$ cat config.mk
export PLATFORM = sky130hd
export DESIGN_NAME = rgb_to_l1l2l3_color_invariant_core_flat
export DESIGN_NICKNAME = d
export VERILOG_FILES = /design/src/rtl/core/l1l2_pkg.sv /design/src/rtl/core/l1l2_if.sv /design/src/rtl/core/l1l2_front.sv /design/src/rtl/core/l1l2_fifo.sv /design/src/rtl/core/l1l2_div.sv /design/src/rtl/core/l1l2_back.sv /design/src/rtl/core/rgb_to_l1l2l3_color_invariant_core.sv /design/src/flat_wrapper.sv
export SDC_FILE = /design/constraint.sdc
export NUM_CORES = 2
export LEC_CHECK = 0
export ABC_AREA = 1
export BUFFER_PORTS_ARGS = -buffer_cell sky130_fd_sc_hd__buf_2
export CORE_ASPECT_RATIO = 0.6
export CORE_MARGIN = 8
export CORE_UTILIZATION = 25
export CTS_CLUSTER_SIZE = 28
export DETAILED_ROUTE_END_ITERATION = 7
export PLACE_DENSITY = 0.35
export SYNTH_ARGS = -nofsm -noshare
export SYNTH_HDL_FRONTEND = slang
export SYNTH_HIERARCHICAL = 1
export SYNTH_SLANG_ARGS = --single-unit
export TNS_END_PERCENT = 5
$ cat constraint.sdc
create_clock -name i_clk -period 46.2 [get_ports i_clk]
set_input_delay 2.31 -clock i_clk [delete_from_list [all_inputs] [get_ports i_clk]]
set_output_delay 2.31 -clock i_clk [all_outputs]
set_load 0.05 [all_outputs]
$ cat src/rtl/core/l1l2_pkg.sv
`timescale 1ns / 1ps
package l1l2_pkg;
    localparam int unsigned PixW   = 8;
    localparam int unsigned SqW    = 16;
    localparam int unsigned SumW   = 17;
    localparam int unsigned NumW   = 24;
    localparam int unsigned QW     = 8;
    localparam int unsigned FullScale = 255;
    localparam int unsigned FifoDepthDefault = 4;

    // one entry of the front-to-back queue
    typedef struct packed {
        logic [SqW-1:0]  d1;
        logic [SqW-1:0]  d2;
        logic [SqW-1:0]  d3;
        logic [SumW-1:0] s;
        logic            gray;
    } t_work;

    typedef struct packed {
        logic [QW-1:0] c1;
        logic [QW-1:0] c2;
        logic [QW-1:0] c3;
        logic          gray;
    } t_res;
endpackage

$ cat src/rtl/core/l1l2_if.sv
`timescale 1ns / 1ps
interface l1l2_pix_if;
    logic                        valid;
    logic                        ready;
    logic [l1l2_pkg::PixW-1:0]   red;
    logic [l1l2_pkg::PixW-1:0]   green;
    logic [l1l2_pkg::PixW-1:0]   blue;
    modport source (output valid, red, green, blue, input ready);
    modport sink   (input valid, red, green, blue, output ready);
endinterface

interface l1l2_res_if;
    logic                      valid;
    logic                      ready;
    logic [l1l2_pkg::QW-1:0]   comp_one;
    logic [l1l2_pkg::QW-1:0]   comp_two;
    logic [l1l2_pkg::QW-1:0]   comp_three;
    logic                      gray_pixel;
    modport source (output valid, comp_one, comp_two, comp_three, gray_pixel, input ready);
    modport sink   (input valid, comp_one, comp_two, comp_three, gray_pixel, output ready);
endinterface

$ cat src/rtl/core/l1l2_front.sv
`timescale 1ns / 1ps
// Squares the channel differences and classifies gray pixels; one register stage.
module l1l2_front (
    input  logic             i_clk,
    input  logic             i_rst_n,
    input  logic             i_valid,
    output logic             o_ready,
    input  logic [7:0]       i_red,
    input  logic [7:0]       i_green,
    input  logic [7:0]       i_blue,
    output logic             o_valid,
    input  logic             i_ready,
    output l1l2_pkg::t_work  o_work
);
    logic [7:0] ad1, ad2, ad3;
    l1l2_pkg::t_work n_work, r_work;
    logic r_valid;

    assign ad1 = (i_red > i_green) ? i_red - i_green : i_green - i_red;
    assign ad2 = (i_red > i_blue) ? i_red - i_blue : i_blue - i_red;
    assign ad3 = (i_green > i_blue) ? i_green - i_blue : i_blue - i_green;

    always_comb begin
        n_work.d1 = 16'(ad1) * 16'(ad1);
        n_work.d2 = 16'(ad2) * 16'(ad2);
        n_work.d3 = 16'(ad3) * 16'(ad3);
        n_work.s  = 17'(n_work.d1) + 17'(n_work.d2) + 17'(n_work.d3);
        n_work.gray = (i_red == i_green) && (i_green == i_blue);
    end

    assign o_ready = !r_valid || i_ready;
    assign o_valid = r_valid;
    assign o_work  = r_work;

    always_ff @(posedge i_clk) begin
        if (!i_rst_n) begin
            r_valid <= 1'b0;
        end else if (o_ready) begin
            r_valid <= i_valid;
        end
        if (o_ready && i_valid) begin
            r_work <= n_work;
        end
    end
endmodule

$ cat src/rtl/core/l1l2_fifo.sv
`timescale 1ns / 1ps
// Small queue between front and back.
module l1l2_fifo #(
    parameter int unsigned Depth = l1l2_pkg::FifoDepthDefault
) (
    input  logic            i_clk,
    input  logic            i_rst_n,
    input  logic            i_valid,
    output logic            o_ready,
    input  l1l2_pkg::t_work i_data,
    output logic            o_valid,
    input  logic            i_ready,
    output l1l2_pkg::t_work o_data
);
    localparam int unsigned AW = (Depth > 1) ? $clog2(Depth) : 1;
    l1l2_pkg::t_work r_mem [Depth];
    logic [AW-1:0] r_wp, r_rp;
    logic [AW:0]   r_cnt;
    logic wr, rd;

    assign o_ready = r_cnt != (AW+1)'(Depth);
    assign o_valid = r_cnt != '0;
    assign o_data  = r_mem[r_rp];
    assign wr = i_valid && o_ready;
    assign rd = o_valid && i_ready;

    always_ff @(posedge i_clk) begin
        if (!i_rst_n) begin
            r_wp <= '0;
            r_rp <= '0;
            r_cnt <= '0;
        end else begin
            if (wr) r_wp <= (r_wp == AW'(Depth-1)) ? '0 : r_wp + 1'b1;
            if (rd) r_rp <= (r_rp == AW'(Depth-1)) ? '0 : r_rp + 1'b1;
            r_cnt <= r_cnt + (AW+1)'(wr) - (AW+1)'(rd);
        end
        if (wr) r_mem[r_wp] <= i_data;
    end
endmodule

$ cat src/rtl/core/l1l2_div.sv
`timescale 1ns / 1ps
// Pipelined restoring divider: 255*d / s, one quotient bit per stage (8 stages).
// The quotient never exceeds 255 since d <= s.
module l1l2_div (
    input  logic        i_clk,
    input  logic        i_en,
    input  logic [15:0] i_d,
    input  logic [16:0] i_s,
    output logic [7:0]  o_q
);
    localparam int unsigned N = 8;
    logic [24:0] r_rem [N+1];
    logic [16:0] r_den [N+1];
    logic [7:0]  r_q   [N+1];
    logic [24:0] num;

    assign num = 25'({i_d, 8'd0}) - 25'(i_d);

    always_ff @(posedge i_clk) begin
        if (i_en) begin
            r_rem[0] <= num;
            r_den[0] <= i_s;
            r_q[0]   <= '0;
        end
    end

    for (genvar k = 0; k < N; k++) begin : g_st
        logic [25:0] sh;
        logic        take;
        assign sh   = 26'(r_den[k]) << (N-1-k);
        assign take = 26'(r_rem[k]) >= sh;
        always_ff @(posedge i_clk) begin
            if (i_en) begin
                r_rem[k+1] <= take ? 25'(26'(r_rem[k]) - sh) : r_rem[k];
                r_den[k+1] <= r_den[k];
                r_q[k+1]   <= {r_q[k][6:0], take};
            end
        end
    end

    assign o_q = r_q[N];
endmodule

$ cat src/rtl/core/l1l2_back.sv
`timescale 1ns / 1ps
// Three dividers in lockstep; the pipeline advances only when its tail can move.
module l1l2_back (
    input  logic            i_clk,
    input  logic            i_rst_n,
    input  logic            i_valid,
    output logic            o_ready,
    input  l1l2_pkg::t_work i_work,
    output logic            o_valid,
    input  logic            i_ready,
    output l1l2_pkg::t_res  o_res
);
    localparam int unsigned Lat = 9;
    logic [Lat-1:0] r_vld;
    logic [Lat-1:0] r_gray;
    logic en;
    logic [7:0] q1, q2, q3;

    assign en      = !r_vld[Lat-1] || i_ready;
    assign o_ready = en;
    assign o_valid = r_vld[Lat-1];

    l1l2_div u_d1 (.i_clk, .i_en(en), .i_d(i_work.d1), .i_s(i_work.s), .o_q(q1));
    l1l2_div u_d2 (.i_clk, .i_en(en), .i_d(i_work.d2), .i_s(i_work.s), .o_q(q2));
    l1l2_div u_d3 (.i_clk, .i_en(en), .i_d(i_work.d3), .i_s(i_work.s), .o_q(q3));

    always_ff @(posedge i_clk) begin
        if (!i_rst_n) begin
            r_vld <= '0;
        end else if (en) begin
            r_vld <= {r_vld[Lat-2:0], i_valid};
        end
        if (en) r_gray <= {r_gray[Lat-2:0], i_work.gray};
    end

    always_comb begin
        o_res.gray = r_gray[Lat-1];
        o_res.c1 = o_res.gray ? '0 : q1;
        o_res.c2 = o_res.gray ? '0 : q2;
        o_res.c3 = o_res.gray ? '0 : q3;
    end
endmodule

$ cat src/rtl/core/rgb_to_l1l2l3_color_invariant_core.sv
`timescale 1ns / 1ps
// l1l2l3 color-invariant core.
// Input channel i_pix (valid/ready) carries one 8-bit RGB pixel per transaction;
// output channel o_res carries comp_one..comp_three = floor(255*d/sum) and gray_pixel.
// A gray pixel (all channels equal) gives zero components and gray_pixel = 1.
// Throughput: one pixel per clock when the receiver keeps ready high.
// A pixel passes through 1 front register, the queue memory and 9 back stages (the
// 8-step pipelined dividers plus their load register).
// The front squares and classifies; a small queue decouples it from the divider
// pipeline, which freezes as a whole while the receiver stalls, with the result
// held stable. Synchronous active-low reset empties all stages; no transaction
// is lost or repeated across stalls.
module rgb_to_l1l2l3_color_invariant_core #(
    parameter int unsigned FifoDepth = l1l2_pkg::FifoDepthDefault
) (
    input  logic i_clk,
    input  logic i_rst_n,
    l1l2_pix_if.sink   i_pix,
    l1l2_res_if.source o_res
);
    l1l2_pkg::t_work fw, qw;
    l1l2_pkg::t_res  res;
    logic fv, fr, qv, qr;

    l1l2_front u_front (
        .i_clk, .i_rst_n,
        .i_valid(i_pix.valid), .o_ready(i_pix.ready),
        .i_red(i_pix.red), .i_green(i_pix.green), .i_blue(i_pix.blue),
        .o_valid(fv), .i_ready(fr), .o_work(fw)
    );

    l1l2_fifo #(.Depth(FifoDepth)) u_fifo (
        .i_clk, .i_rst_n,
        .i_valid(fv), .o_ready(fr), .i_data(fw),
        .o_valid(qv), .i_ready(qr), .o_data(qw)
    );

    l1l2_back u_back (
        .i_clk, .i_rst_n,
        .i_valid(qv), .o_ready(qr), .i_work(qw),
        .o_valid(o_res.valid), .i_ready(o_res.ready), .o_res(res)
    );

    assign o_res.comp_one   = res.c1;
    assign o_res.comp_two   = res.c2;
    assign o_res.comp_three = res.c3;
    assign o_res.gray_pixel = res.gray;
endmodule
$ cat src/flat_wrapper.sv
// flat-port wrapper written by rule: the top's interface ports become plain ports
module rgb_to_l1l2l3_color_invariant_core_flat 
#(
    parameter int unsigned FifoDepth = l1l2_pkg::FifoDepthDefault
)
  (i_clk, i_rst_n, i_pix_valid, i_pix_red, i_pix_green, i_pix_blue, i_pix_ready, o_res_valid, o_res_comp_one, o_res_comp_two, o_res_comp_three, o_res_gray_pixel, o_res_ready);
  l1l2_pix_if i_pix_i ();
  l1l2_res_if o_res_i ();
  input  logic i_clk;
  input  logic i_rst_n;
  input wire logic [$bits(i_pix_i.valid)-1:0] i_pix_valid;
  input wire logic [$bits(i_pix_i.red)-1:0] i_pix_red;
  input wire logic [$bits(i_pix_i.green)-1:0] i_pix_green;
  input wire logic [$bits(i_pix_i.blue)-1:0] i_pix_blue;
  output wire logic [$bits(i_pix_i.ready)-1:0] i_pix_ready;
  output wire logic [$bits(o_res_i.valid)-1:0] o_res_valid;
  output wire logic [$bits(o_res_i.comp_one)-1:0] o_res_comp_one;
  output wire logic [$bits(o_res_i.comp_two)-1:0] o_res_comp_two;
  output wire logic [$bits(o_res_i.comp_three)-1:0] o_res_comp_three;
  output wire logic [$bits(o_res_i.gray_pixel)-1:0] o_res_gray_pixel;
  input wire logic [$bits(o_res_i.ready)-1:0] o_res_ready;
  assign i_pix_i.valid = i_pix_valid;
  assign i_pix_i.red = i_pix_red;
  assign i_pix_i.green = i_pix_green;
  assign i_pix_i.blue = i_pix_blue;
  assign i_pix_ready = i_pix_i.ready;
  assign o_res_valid = o_res_i.valid;
  assign o_res_comp_one = o_res_i.comp_one;
  assign o_res_comp_two = o_res_i.comp_two;
  assign o_res_comp_three = o_res_i.comp_three;
  assign o_res_gray_pixel = o_res_i.gray_pixel;
  assign o_res_i.ready = o_res_ready;
  rgb_to_l1l2l3_color_invariant_core #(.FifoDepth(FifoDepth)) u_core (.i_clk(i_clk), .i_rst_n(i_rst_n), .i_pix(i_pix_i), .o_res(o_res_i));
endmodule
* Word-level counts from Yosys, hierarchy flattened
Memory sizes are Yosys's and may differ from the RTL's. A register that Yosys moved wholly into a read port is not among the register bits.
Cells that the tools add are included.
** Storage, ports and cells
- Register bits :: 92
- Word-level logic and storage cells :: 142
- Memory bits (writable) :: 1614
- Output and inout bits :: 27
- Memories kept :: 10
** Memory list
- u_core.u_fifo.r_mem :: depth 4, width 66, read ports 1, clocked after Yosys merged registers in 1, write ports 1, RTL line l1l2_fifo.sv:16 : l1l2_pkg::t_work r_mem [Depth];
- u_core.u_back.u_d1.r_rem :: depth 9, width 25, read ports 8, clocked after Yosys merged registers in 0, write ports 9, RTL line l1l2_div.sv:12 : logic [24:0] r_rem [N+1];
- u_core.u_back.u_d2.r_rem :: depth 9, width 25, read ports 8, clocked after Yosys merged registers in 0, write ports 9, RTL line l1l2_div.sv:12
- u_core.u_back.u_d3.r_rem :: depth 9, width 25, read ports 8, clocked after Yosys merged registers in 0, write ports 9, RTL line l1l2_div.sv:12
- u_core.u_back.u_d1.r_den :: depth 9, width 17, read ports 8, clocked after Yosys merged registers in 0, write ports 9, RTL line l1l2_div.sv:13 : logic [16:0] r_den [N+1];
- u_core.u_back.u_d2.r_den :: depth 9, width 17, read ports 8, clocked after Yosys merged registers in 0, write ports 9, RTL line l1l2_div.sv:13
- 4 more memories
** Operators by class
- $add $sub $neg :: 39
- Reduce and logical (&&, ||, !) cells :: 9
- $mul :: 3
- Muxes and demuxes :: 38
- Magnitude comparators :: 27
- Equal/unequal tests :: 5
** Operator list (number)
- $mux 25 :: 24
- $ge 25x17->1 :: 3
- $ge 25x18->1 :: 3
- $ge 25x19->1 :: 3
- $ge 25x20->1 :: 3
- $ge 25x21->1 :: 3
- $ge 25x22->1 :: 3
- $ge 25x23->1 :: 3
- $ge 25x24->1 :: 3
- $sub 24x16->25 :: 3
- $sub 25x17->25 :: 3
- $sub 25x18->25 :: 3
- $sub 25x19->25 :: 3
- $sub 25x20->25 :: 3
- $sub 25x21->25 :: 3
- $sub 25x22->25 :: 3
- $sub 25x23->25 :: 3
- $sub 25x24->25 :: 3
- $mul 8x8->16 :: 3
- $mux 8 :: 6
- $sub 8x8->8 :: 6
- $gt 8x8->1 :: 3
- $add 16x16->17 :: 1
- $add 17x16->17 :: 1
- 12 further kinds :: 26

* Longest topological paths before layout
- Depth in word-level cells :: 5
- Mapped depth :: 42
- Mapped depth without buffers :: 41

* By module
The synthesis kept the hierarchy.
** Modules (own cells, without submodules)
- l1l2_div (u_core.u_back.u_d1) :: area an instance 24793.8 sq um, cells each 3271, instances 1
- l1l2_div (u_core.u_back.u_d2) :: area an instance 24752.5 sq um, cells each 3231, instances 1
- l1l2_div (u_core.u_back.u_d3) :: area an instance 24721.2 sq um, cells each 3220, instances 1
- l1l2_fifo :: area an instance 10879.2 sq um, cells each 706, instances 1
- l1l2_front :: area an instance 10756.6 sq um, cells each 1401, instances 1
- l1l2_back :: area an instance 854.6 sq um, cells each 116, instances 1

* Worst setup path after synthesis
No wires, ideal clock.
- Kind :: in2reg
- Start :: in o_res_ready
- End :: reg u_core.u_back.r_vld[8]
- Arrival :: 27.607 ns
- Slack :: 17.322 ns
- Setup time :: 1.271 ns
- Stages on the path :: 3
- Path buffers :: 0
- Data required time :: 44.929 ns
- Cells stage by stage :: inv_2 -> nand2_1 -> a21boi_0
** Between the ends
- Longest elaborated chain between the ends :: 1
** RTL lines
- from (decl) :: RTL line flat_wrapper.sv:21 : input wire logic [$bits(o_res_i.ready)-1:0] o_res_ready;
- $logic_or 1x1->1 :: RTL line l1l2_back.sv:19 : assign en = !r_vld[Lat-1] || i_ready;
- named net u_core.qr :: RTL line rgb_to_l1l2l3_color_invariant_core.sv:23 : logic fv, fr, qv, qr;
- to (signal assigned) :: RTL line l1l2_back.sv:31 : r_vld <= {r_vld[Lat-2:0], i_valid};
- to (decl) :: RTL line l1l2_back.sv:14 : logic [Lat-1:0] r_vld;
The timed path passes the listed nets, and every way through them passes these cells.
A chain may end at the register's enable or synchronous reset.

==> out/qor.txt <==
worst hold-check path type: reg -> reg
crit share post-route: 0.2019
CTS root buffer: clkbuf_16
# hold bufs at CTS: 0
Worst Path Arrival: 9910 ps
relative slew slack: 0.1784
Critical Path End Type: flop
Slew Limit Fails: 0
Tmin final: 9327 ps
Avg Cell Area, Syn: 8.100 sq um
# setup viols final: 0
DRC viols: 0
port buffer count: 54
Post-CTS Setup Inserts: 0
Hold Crit Depth: 0
Max FO, Critical Path: 11
drt initial violations: 6,808
flops & latches, synth: 1,471
most common cell in the netlist: nand2_1
Final Routed Wirelength: 326,900 um
GR Util met2: 0.1805
HPWL Detailed: 261,000 um
most frequent CP cell: nand2_1
Fin. Hold Viols: 0
first-pass GRT wire length: 480,200 um
area leader, netlist: edfxtp_1
largest net degree at the start of global routing: 137
Slew @ Worst Pin: 1231 ps
drt via density: 4.350
Setup CP Type: in -> reg
Area contributors post-synth: edfxtp_1, nand2_1, inv_1, ha_1, nor2_1
CTS H-tree depth: 4
Mapped Area: 96,760 sq um
Mapped Cells: 11,950
die footprint: 407,800 sq um
Yosys top cell area share: 0.4506
Data required, critical path: 46,780 ps
Largest stage delay, worst path: 550 ps
yosys warns: 6
Die H: 497.9 um
most common flop cell mapped by yosys: edfxtp_1
Max Clock Freq: 107.2 MHz
Initial Utilization: 0.2504
Worst-path clk slew: 60 ps
CTS Buf Count: 177
post-synthesis sequential area ratio: 0.4546
DIE WIDTH: 819.2 um
outcome: finished, final reports clean
routed via count: 75,650
Max Root-Sink Buffers: 4
setup TNS: 0 ps
Routability Congestion: 0.8747
RSZ-0062 raised after global routing: false
final core occ: 0.2802
layout cells sized above 1: 0.06073
Routed WL per cell: 18.80 um
Area growth syn-to-layout: 11.91%
grt met3 use: 0.02721
GRT Overall Usage: 0.1550
clock sink count: 1,471
CTS tree: done
EDFF count, synth: 1,452
# IOs: 55
Final Skew: 63.96 ps
Core ar.: 386,500 sq um
max cap viols: 0
worst r2r path cells: 7
vias in the first global route: 71,540
Synth cell types: 62
filler cell count: 41,570
Critical Path Start Type: primary input
final instance area: 108,300 sq um
synth cell count leaders: nand2_1, inv_1, edfxtp_1
grt ovf: 0
initial antenna violation count: 33
TritonRoute pass-1 iters: 6
FFs w/ async S/R, synth: 0
post-cts resize count: 0
Crit-path slowest cell: fa_1
row cnt: 177
# nets final: 12,800
Antenna Nets Post-Route: 0
busiest grt layer: met1
Skew-Pair Late Insertion Delay: 850 ps
DP Area: 102,600 sq um
met1 Track Usage GR: 0.2777
routing by layer:
metal  wire, um  up-vias
li1           -    37960
met1     194700    35510
met2     106900     1930
met3      21220      244
met4       4147        0
met5          0        -
worst paths after layout:
kind	from	to	slack [ps]
worst min-delay path	u_core/u_back/u_d3/r_q[0][36]	u_core/u_back/u_d3/r_q[0][45]	400
worst max register to register	u_core/u_back/r_vld[8]	u_core/u_back/u_d3/r_q[0][62]	40310
worst min register to register	u_core/u_back/u_d3/r_q[0][36]	u_core/u_back/u_d3/r_q[0][45]	400
worst max-delay path	i_pix_red[0]	u_core/u_front/o_work[17]	36870
cells by family (layout without fill, tap and decap cells):
| logic type | count (synthesis) | count (layout) | share of synthesized area |
|---|---|---|---|
| adders and majority gates | 709 | 709 | 0.1008 |
| buffers and inverters | 2459 | 2698 | 0.1027 |
| and+or+nand+nor | 6266 | 6266 | 0.2702 |
| AOI/OAI and AO/OA | 758 | 758 | 0.04628 |
| xor gates and xnor gates | 281 | 281 | 0.02544 |
| DFF | 1471 | 1471 | 0.4546 |
| other | 1 | 14 | 0.00003876 |
worst max-delay path, delay by kind of cell:
kind	cells	cell delay, ps
buffers and inverters	10	870
AND/OR/NAND/NOR	17	2140
adder cells (fa/ha/maj)	9	3830
AO/OA/AOI/OAI	3	690
XOR/XNOR	1	70
registers in the layout, summed over array words and instances (netlist names), 36 cells and up, named ones only:
name / count
u_core/u_back/u_d1/r_den: 136
u_core/u_back/u_d1/r_q: 36
u_core/u_back/u_d1/r_rem: 200
u_core/u_back/u_d2/r_den: 136
u_core/u_back/u_d2/r_q: 36
u_core/u_back/u_d2/r_rem: 200
u_core/u_back/u_d3/r_den: 136
u_core/u_back/u_d3/r_q: 36
u_core/u_back/u_d3/r_rem: 200
u_core/u_fifo/r_mem: 264
u_core/u_front/o_work: 63
stage by stage:
step | std cells | hold slack, ps | setup slack [ps]
2_1_floorplan | 11950 | 400.3 | 17320
3_3_place_gp | 17070 | 400.8 | 35810
3_5_place_dp | 17070 | 404.5 | 36050
4_1_cts | 17380 | 402.5 | 36990
5_1_grt | 17380 | 400.1 | 36260
6_report | 17390 | 399.2 | 36870
placed cells by master (no fill, tap or decap), types with 9 or more instances in the layout:
cell type / Yosys / routed
bufinv_16: 0 / 19
nand3_1: 628 / 628
nor3_1: 64 / 64
buf_2: 32 / 54
clkbuf_1: 25 / 20
o22ai_1: 26 / 26
inv_1: 2246 / 2246
o21ai_0: 209 / 209
xor2_1: 230 / 230
nand3b_1: 49 / 49
a21boi_0: 11 / 11
nand4_1: 121 / 121
nor2_1: 925 / 918
clkinv_1: 5 / 43
nand3_2: 18 / 18
edfxtp_1: 1452 / 1452
a21oi_2: 30 / 30
nand2_2: 95 / 95
o21ai_1: 22 / 22
dfxtp_1: 19 / 17
clkbuf_16: 0 / 179
o22ai_2: 40 / 40
nor2_2: 55 / 58
ha_1: 592 / 592
nand2_1: 4189 / 4188
xnor2_1: 51 / 51
fa_1: 117 / 117
diode_2: 0 / 11
clkinvlp_4: 0 / 10
inv_2: 40 / 39
and2_1: 16 / 16
clkinv_2: 0 / 25
o21bai_1: 30 / 30
or2_2: 9 / 9
nor2_4: 51 / 55
nand2_4: 8 / 9
buf_4: 55 / 44
a21oi_1: 357 / 356
layout make-up:
cell class | count | area, sq um | share of cell area
Antenna cell | 11 | 27.53 | 0.0002542
Clock buffer | 199 | 4554 | 0.04206
Clock inverter | 104 | 1054 | 0.009729
Inverter | 2295 | 8628 | 0.07968
Multi-Input combinational cell | 8017 | 42900 | 0.3962
Sequential cell | 1471 | 43990 | 0.4062
Tap cell | 5191 | 6495 | 0.05998
Timing Repair Buffer | 100 | 635.6 | 0.005870
Power is not shown: default switching activity piles up to over one toggle a cycle in this logic, so the estimate is an artifact.
